**src/sv/lmsb_pkg.sv**
```systemverilog
// lmsb_pkg: shared types, defaults and helpers for the led matrix scan buffer
// used by led_matrix_scan_buffer_unit and its checker; no dependencies
package lmsb_pkg;

	// default matrix size
	localparam int COLUMNS_DEF = 64;
	localparam int ROWS_DEF    = 16;

	// fixed field widths
	localparam int X_W      = 6;
	localparam int Y_W      = 4;
	localparam int VALUE_W  = 8;
	localparam int ROWBITS_W = 64;
	localparam int SELECT_W = 4;
	localparam int ROWNUM_W = 4;

	// input operation codes
	typedef enum logic {
		OP_WRITE = 1'b0,
		OP_SCAN  = 1'b1
	} op_t;

	// 2-bit gray code, high bit first: 0->00, 1->10, 2->11, 3->01
	function automatic logic [1:0] gray2(input logic [1:0] k);
		gray2 = {k[1] ^ k[0], k[1]};
	endfunction

	// select pins PA,PB,NA,NB for a row index
	function automatic logic [SELECT_W-1:0] row_select_code(input logic [ROWNUM_W-1:0] r);
		row_select_code = {gray2(r[3:2]), gray2(r[1:0])};
	endfunction

endpackage

```
**src/sv/led_matrix_scan_buffer_unit.sv**
```systemverilog
// led_matrix_scan_buffer_unit: frame store and row scanner for a multiplexed led matrix
// depends on lmsb_pkg (widths, operation codes, gray select encoding)
//
//  channel | direction | handshake          | payload
//  --------+-----------+--------------------+-----------------------------------------
//  in      | input     | in_valid/in_stall  | operation, pixel_x, pixel_y, pixel_value
//  out     | output    | out_valid/out_stall| row_bits, row_select, scanned_row
//  cfg     | input     | cfg_valid/cfg_ready| cfg_data (low_active)
//
// one item per cycle while in_stall is low: an item is taken into the input register, and
// from there a pixel write updates one bit of the flip-flop frame store or a scan tick
// loads the output register.
// reset sets the frame store to all ones, the scan row to zero and low_active to one.
// in_stall rises only while a scan tick waits in the input register behind a stalled
// result; pixel writes never wait.
module led_matrix_scan_buffer_unit #(
	parameter int COLUMNS = lmsb_pkg::COLUMNS_DEF,
	parameter int ROWS    = lmsb_pkg::ROWS_DEF
) (
	input  logic                            clk,
	input  logic                            arst_n,
	// input item channel
	input  logic                            in_valid,
	output logic                            in_stall,
	input  logic                            operation,
	input  logic [lmsb_pkg::X_W-1:0]        pixel_x,
	input  logic [lmsb_pkg::Y_W-1:0]        pixel_y,
	input  logic [lmsb_pkg::VALUE_W-1:0]    pixel_value,
	// result channel
	output logic                            out_valid,
	input  logic                            out_stall,
	output logic [lmsb_pkg::ROWBITS_W-1:0]  row_bits,
	output logic [lmsb_pkg::SELECT_W-1:0]   row_select,
	output logic [lmsb_pkg::ROWNUM_W-1:0]   scanned_row,
	// configuration write channel
	input  logic                            cfg_valid,
	output logic                            cfg_ready,
	input  logic                            cfg_data
);
	import lmsb_pkg::*;

	localparam int BYTES   = COLUMNS / 8;
	localparam int STORE_W = 8 * BYTES;
	localparam int BIT_W   = $clog2(STORE_W);
	localparam int ROW_W   = (ROWS > 1) ? $clog2(ROWS) : 1;

	// state
	logic [STORE_W-1:0]   store_q [ROWS];
	logic [ROW_W-1:0]     scan_row_q;
	logic                 low_active_q;

	// input register
	logic                 valid_s1;
	op_t                  op_s1;
	logic [X_W-1:0]       x_s1;
	logic [Y_W-1:0]       y_s1;
	logic [VALUE_W-1:0]   value_s1;

	// output register
	logic                 out_valid_q;
	logic [ROWBITS_W-1:0] row_bits_q;
	logic [SELECT_W-1:0]  row_select_q;
	logic [ROWNUM_W-1:0]  scanned_row_q;

	// stage control
	logic                 out_free;
	logic                 s1_go;
	logic                 in_take;

	assign out_free = !out_valid_q || !out_stall;
	assign s1_go    = valid_s1 && ((op_s1 == OP_WRITE) || out_free);
	assign in_stall = valid_s1 && !s1_go;
	assign in_take  = in_valid && !in_stall;

	// configuration register, always ready
	assign cfg_ready = 1'b1;

	always_ff @(posedge clk or negedge arst_n) begin
		if (!arst_n) begin
			low_active_q <= 1'b1;
		end else if (cfg_valid && cfg_ready) begin
			low_active_q <= cfg_data;
		end
	end

	// input register valid
	always_ff @(posedge clk or negedge arst_n) begin
		if (!arst_n) begin
			valid_s1 <= 1'b0;
		end else if (in_take) begin
			valid_s1 <= 1'b1;
		end else if (s1_go) begin
			valid_s1 <= 1'b0;
		end
	end

	// input register payload
	always_ff @(posedge clk) begin
		if (in_take) begin
			op_s1    <= op_t'(operation);
			x_s1     <= pixel_x;
			y_s1     <= pixel_y;
			value_s1 <= pixel_value;
		end
	end

	// pixel write address decode
	logic [X_W:0]   col_diff;
	logic [3:0]     byte_idx;
	logic [X_W:0]   bit_full;
	logic [Y_W:0]   row_full;
	logic           wr_in_range;
	logic           wr_en;
	logic           pix_selected;
	logic [BIT_W-1:0] wr_bit;
	logic [ROW_W-1:0] wr_row;

	always_comb begin
		col_diff     = (X_W+1)'(COLUMNS - 1) - {1'b0, x_s1};
		byte_idx     = col_diff[X_W:3];
		bit_full     = {byte_idx, x_s1[2:0]};
		row_full     = (Y_W+1)'(ROWS - 1) - {1'b0, y_s1};
		wr_in_range  = ({1'b0, x_s1} < (X_W+1)'(COLUMNS))
			&& ({1'b0, y_s1} < (Y_W+1)'(ROWS))
			&& (byte_idx < 4'(BYTES));
		wr_en        = s1_go && (op_s1 == OP_WRITE) && wr_in_range;
		pix_selected = low_active_q ? (value_s1 == '0) : (value_s1 != '0);
		wr_bit       = bit_full[BIT_W-1:0];
		wr_row       = row_full[ROW_W-1:0];
	end

	// frame store, a lit pixel stores a zero
	always_ff @(posedge clk or negedge arst_n) begin
		if (!arst_n) begin
			for (int r = 0; r < ROWS; r++) begin
				store_q[r] <= '1;
			end
		end else if (wr_en) begin
			store_q[wr_row][wr_bit] <= !pix_selected;
		end
	end

	// scan row counter, wraps at the last row
	logic scan_go;
	assign scan_go = s1_go && (op_s1 == OP_SCAN);

	always_ff @(posedge clk or negedge arst_n) begin
		if (!arst_n) begin
			scan_row_q <= '0;
		end else if (scan_go) begin
			if (scan_row_q == ROW_W'(ROWS - 1)) begin
				scan_row_q <= '0;
			end else begin
				scan_row_q <= scan_row_q + 1'b1;
			end
		end
	end

	// output register valid
	always_ff @(posedge clk or negedge arst_n) begin
		if (!arst_n) begin
			out_valid_q <= 1'b0;
		end else if (scan_go) begin
			out_valid_q <= 1'b1;
		end else if (!out_stall) begin
			out_valid_q <= 1'b0;
		end
	end

	// output register payload
	always_ff @(posedge clk) begin
		if (scan_go) begin
			row_bits_q    <= ROWBITS_W'(store_q[scan_row_q]);
			row_select_q  <= row_select_code(ROWNUM_W'(scan_row_q));
			scanned_row_q <= ROWNUM_W'(scan_row_q);
		end
	end

	assign out_valid   = out_valid_q;
	assign row_bits    = row_bits_q;
	assign row_select  = row_select_q;
	assign scanned_row = scanned_row_q;

endmodule

```
**config.mk**
```make
export PLATFORM = sky130hd
export DESIGN_NAME = led_matrix_scan_buffer_unit
export DESIGN_NICKNAME = d
export VERILOG_FILES = /design/src/sv/lmsb_pkg.sv /design/src/sv/led_matrix_scan_buffer_unit.sv
export SDC_FILE = /design/constraint.sdc
export NUM_CORES = 2
export LEC_CHECK = 0
export ABC_AREA = 1
export BUFFER_PORTS_ARGS = -buffer_cell sky130_fd_sc_hd__buf_2
export CORE_MARGIN = 5
export CORE_UTILIZATION = 43
export CTS_CLUSTER_SIZE = 20
export DETAILED_ROUTE_END_ITERATION = 10
export GPL_TIMING_DRIVEN = 1
export PLACE_DENSITY = 0.6
export SETUP_SLACK_MARGIN = 0.3
export SYNTH_ARGS = -nofsm -noshare
export SYNTH_HDL_FRONTEND = slang
export SYNTH_SLANG_ARGS = --single-unit
export TNS_END_PERCENT = 20
```
**constraint.sdc**
```tcl
create_clock -name clk -period 7.62 [get_ports clk]
set_input_delay 0.762 -clock clk [delete_from_list [all_inputs] [get_ports clk]]
set_output_delay 0.762 -clock clk [all_outputs]
set_load 0.1 [all_outputs]
```
==> results.sh <==
export IMPL_ctsResizeCount=0
export IMPL_worst_clock_skew_ns=0.0255
export IMPL_postSynthAreaPerCell_um2=6.58
export IMPL_cap_viol_max_count=0
export IMPL_drive_gt1_share_pct=15.3
export IMPL_cp_slowest_cell="inv_4"
export IMPL_critPathArrivalTime_ns=4.51
export IMPL_grt_max_degree=244
export IMPL_slew_headroom_pct=11.6
export IMPL_clock_latency_ns=0.79
export IMPL_required_ns=8.33
export IMPL_holdBufCountCts=0
export IMPL_initial_core_util_pct=43.2
export IMPL_dpl_hpwl_um=123000
export IMPL_die_w_um=403
export IMPL_drt_total_wl_um=237000
export IMPL_die_area_um2=163000
export IMPL_p_leak_nw=32.7
export IMPL_cp_max_fo=61
export IMPL_drv_slew=0
export IMPL_setup_viol=0
export IMPL_synth_cell_types=24
export IMPL_synth_seq_cells=1120
export IMPL_cts_setup_buffers=0
export IMPL_ys_warn_count=0
export IMPL_startpoint_type="flop"
export IMPL_tightest_slew_ns=1.33
export IMPL_num_io_pins=100
export IMPL_place_area_um2=67700
export IMPL_num_vias=64600
export IMPL_slowest_delay_ns=1.30
export IMPL_fin_area_um2=72000
export IMPL_hold_viol=0
export IMPL_drc=0
export IMPL_hold_class="in2reg"
export IMPL_io_buffers=98
export IMPL_power_per_cell_area_nw_per_um2=255
export IMPL_cts_sinks=1120
export IMPL_coreArea_um2=154000
export IMPL_fin_cells=11900
export IMPL_netlist_area_um2=66500
export IMPL_fmax_mhz=263
export IMPL_worstSetupEndpointType="flop"
export IMPL_antenna_found_initial=10
export IMPL_grt_usage_pct=28.6
export IMPL_fin_crit_ns=3.80
export IMPL_finalSetupTns_ns=0
export IMPL_path_buf_inv=1
export IMPL_status="finished, final reports clean"
export IMPL_cp_common_cell="nand2_1"
export IMPL_gp_congestion=0.792
export IMPL_drt_first_pass_iters=8
export IMPL_critPathKind="reg2reg"
export IMPL_crit_chain="nor2_1, nand2_1, inv_4, nand2_1, o21ai_0, nand2_1"
export IMPL_fin_crit_sh_pct=49.9
export IMPL_wl_per_cell_um=20.0
export IMPL_tritoncts="yes"
export IMPL_rsz0062_at_grt="no"
export IMPL_cts_max_level=4
export IMPL_finalNetCount=9734
export IMPL_grt_remaining_overflow=0
export IMPL_die_h_um=403
export IMPL_row_count=144
export IMPL_dp_cells=11600
export IMPL_cts_reportedPaths_clkPinSlew_ns=0.06
export IMPL_clockBufferDepth=3
export IMPL_antenna_left=0
export IMPL_root_buffer="clkbuf_16"
export IMPL_peakVddDrop_uv=286
export IMPL_synth_yosys_seq_area_share_pct=44.8
export IMPL_cts_buffers=134
export IMPL_dr_first_iter_drc_count=7352
export IMPL_path_delay_family="simple AND/OR/NAND/NOR gates"
export IMPL_grt_pass1_wl_um=367000
export IMPL_first_global_vias=61700
export IMPL_area_growth_pct=8.37
export IMPL_viasPerCell=5.45
export IMPL_syn_nets=10100
export IMPL_final_util_pct=46.8
export IMPL_fill_cells=15700
export IMPL_syn_inst=10100
layer usage:
metal / vias up / wire, um / track usage (%) / share of wire, %
li1: 30300 / - / - / -
met4: 2 / 7790 / 9.40 / 3.3
met2: 2680 / 108000 / 46.7 / 46
met5: - / 20 / 0 / 0.0084
met3: 441 / 19600 / 4.26 / 8.3
met1: 31200 / 101000 / 39.0 / 43
where the power goes:
group / leakage, nW / switching, mW / internal (mW)
clock network: 2.12 / 2.74 / 3.75
registers: 11.5 / 0.332 / 6.33
logic: 19.1 / 4.11 / 1.14
total: 32.7 / 7.18 / 11.2
cell type report:
type / instances / area [um2] / area share (%)
multi-input combinational: 7194 / 29900 / 41.5
antenna: 1 / 2.50 / 0.00347
timing repair buffer: 201 / 1510 / 2.10
clock inverter: 40 / 403 / 0.559
clock buffer: 204 / 3910 / 5.43
tap: 2044 / 2560 / 3.55
inverter: 1056 / 4010 / 5.57
sequential: 1120 / 29800 / 41.3
sequential cells by signal (all words and copies together) (netlist names):
signal        count
low_active_q      1
op_s1             1
out_valid         1
row_bits         64
row_select        4
scan_row_q        4
scanned_row       2
store_q        1024
valid_s1          1
value_s1          8
x_s1              6
y_s1              4
Yosys cell counts, drive strengths merged:
| master | instances | area, um2 |
|---|---|---|
| nand2 | 4480 | 16800 |
| nand3 | 1322 | 6660 |
| inv | 1052 | 3950 |
| dfstp | 1025 | 26900 |
| nor2 | 602 | 2300 |
| clkbuf | 499 | 1870 |
| o21ai | 493 | 2470 |
| nor3 | 290 | 1450 |
| buf | 234 | 1120 |
| edfxtp | 89 | 2670 |
| dfrtp | 6 | 150 |
| clkinv | 4 | 15.0 |
| ha | 2 | 25.0 |
| a21oi | 1 | 5.00 |
| conb | 1 | 3.75 |
| o21a | 1 | 7.51 |
| or2 | 1 | 6.26 |
| xor2 | 1 | 8.76 |
cell usage in the layout, fill, tap and decap left out, types with 46 or more instances in the layout:
master	synthesis	layout
buf_4	3	84
edfxtp_1	89	89
inv_1	1025	1022
nor3_1	290	290
nand3_1	1313	1313
dfstp_2	1025	1025
nor2_1	585	573
nand2_1	4480	4476
clkbuf_16	0	139
o21ai_0	441	441
clkbuf_1	499	46
o21ai_1	52	52
buf_2	181	97
final timing paths:
check	startpoint	end	slack, ns	cells after the start
worst min-delay path	operation	op_s1	0.16	1
worst max register to register	y_s1[1]	store_q[10]	3.82	6
min in group asynchronous	arst_n	store_q[401]	0.44	1
worst min register to register	store_q[856]	store_q[856]	0.47	2
max in group asynchronous	arst_n	store_q[396]	5.66	3
worst max-delay path	y_s1[1]	store_q[10]	3.82	6
metrics by stage:
stage	power, mW	worst slack [ns]	hold slack [ns]
3_3_place_gp	11.9	3.97	0.454
2_1_floorplan	10.1	2.94	0.447
3_5_place_dp	11.9	3.89	0.456
6_report	18.4	3.82	0.157
5_1_grt	19.2	3.67	0.130
4_1_cts	18.5	3.87	0.105
cell families after synthesis:
family | share of synthesized area [%]
AND/OR/NAND/NOR | 41.0
buffers and inverters | 10.5
flip-flops | 44.8
AO/OA/AOI/OAI | 3.73
adder cells (fa/ha/maj) | 0.0376
XOR/XNOR | 0.0132
other | 0.00564
worst reg2reg max path, stage by stage, from the launching register on:
cell and delay [ns]:
edfxtp_1 0.42, nor2_1 0.31, nand2_1 0.78, inv_4 1.30, nand2_1 0.52, o21ai_0 0.31
nand2_1 0.08
Note: power is estimated with default switching activity, not from simulation.
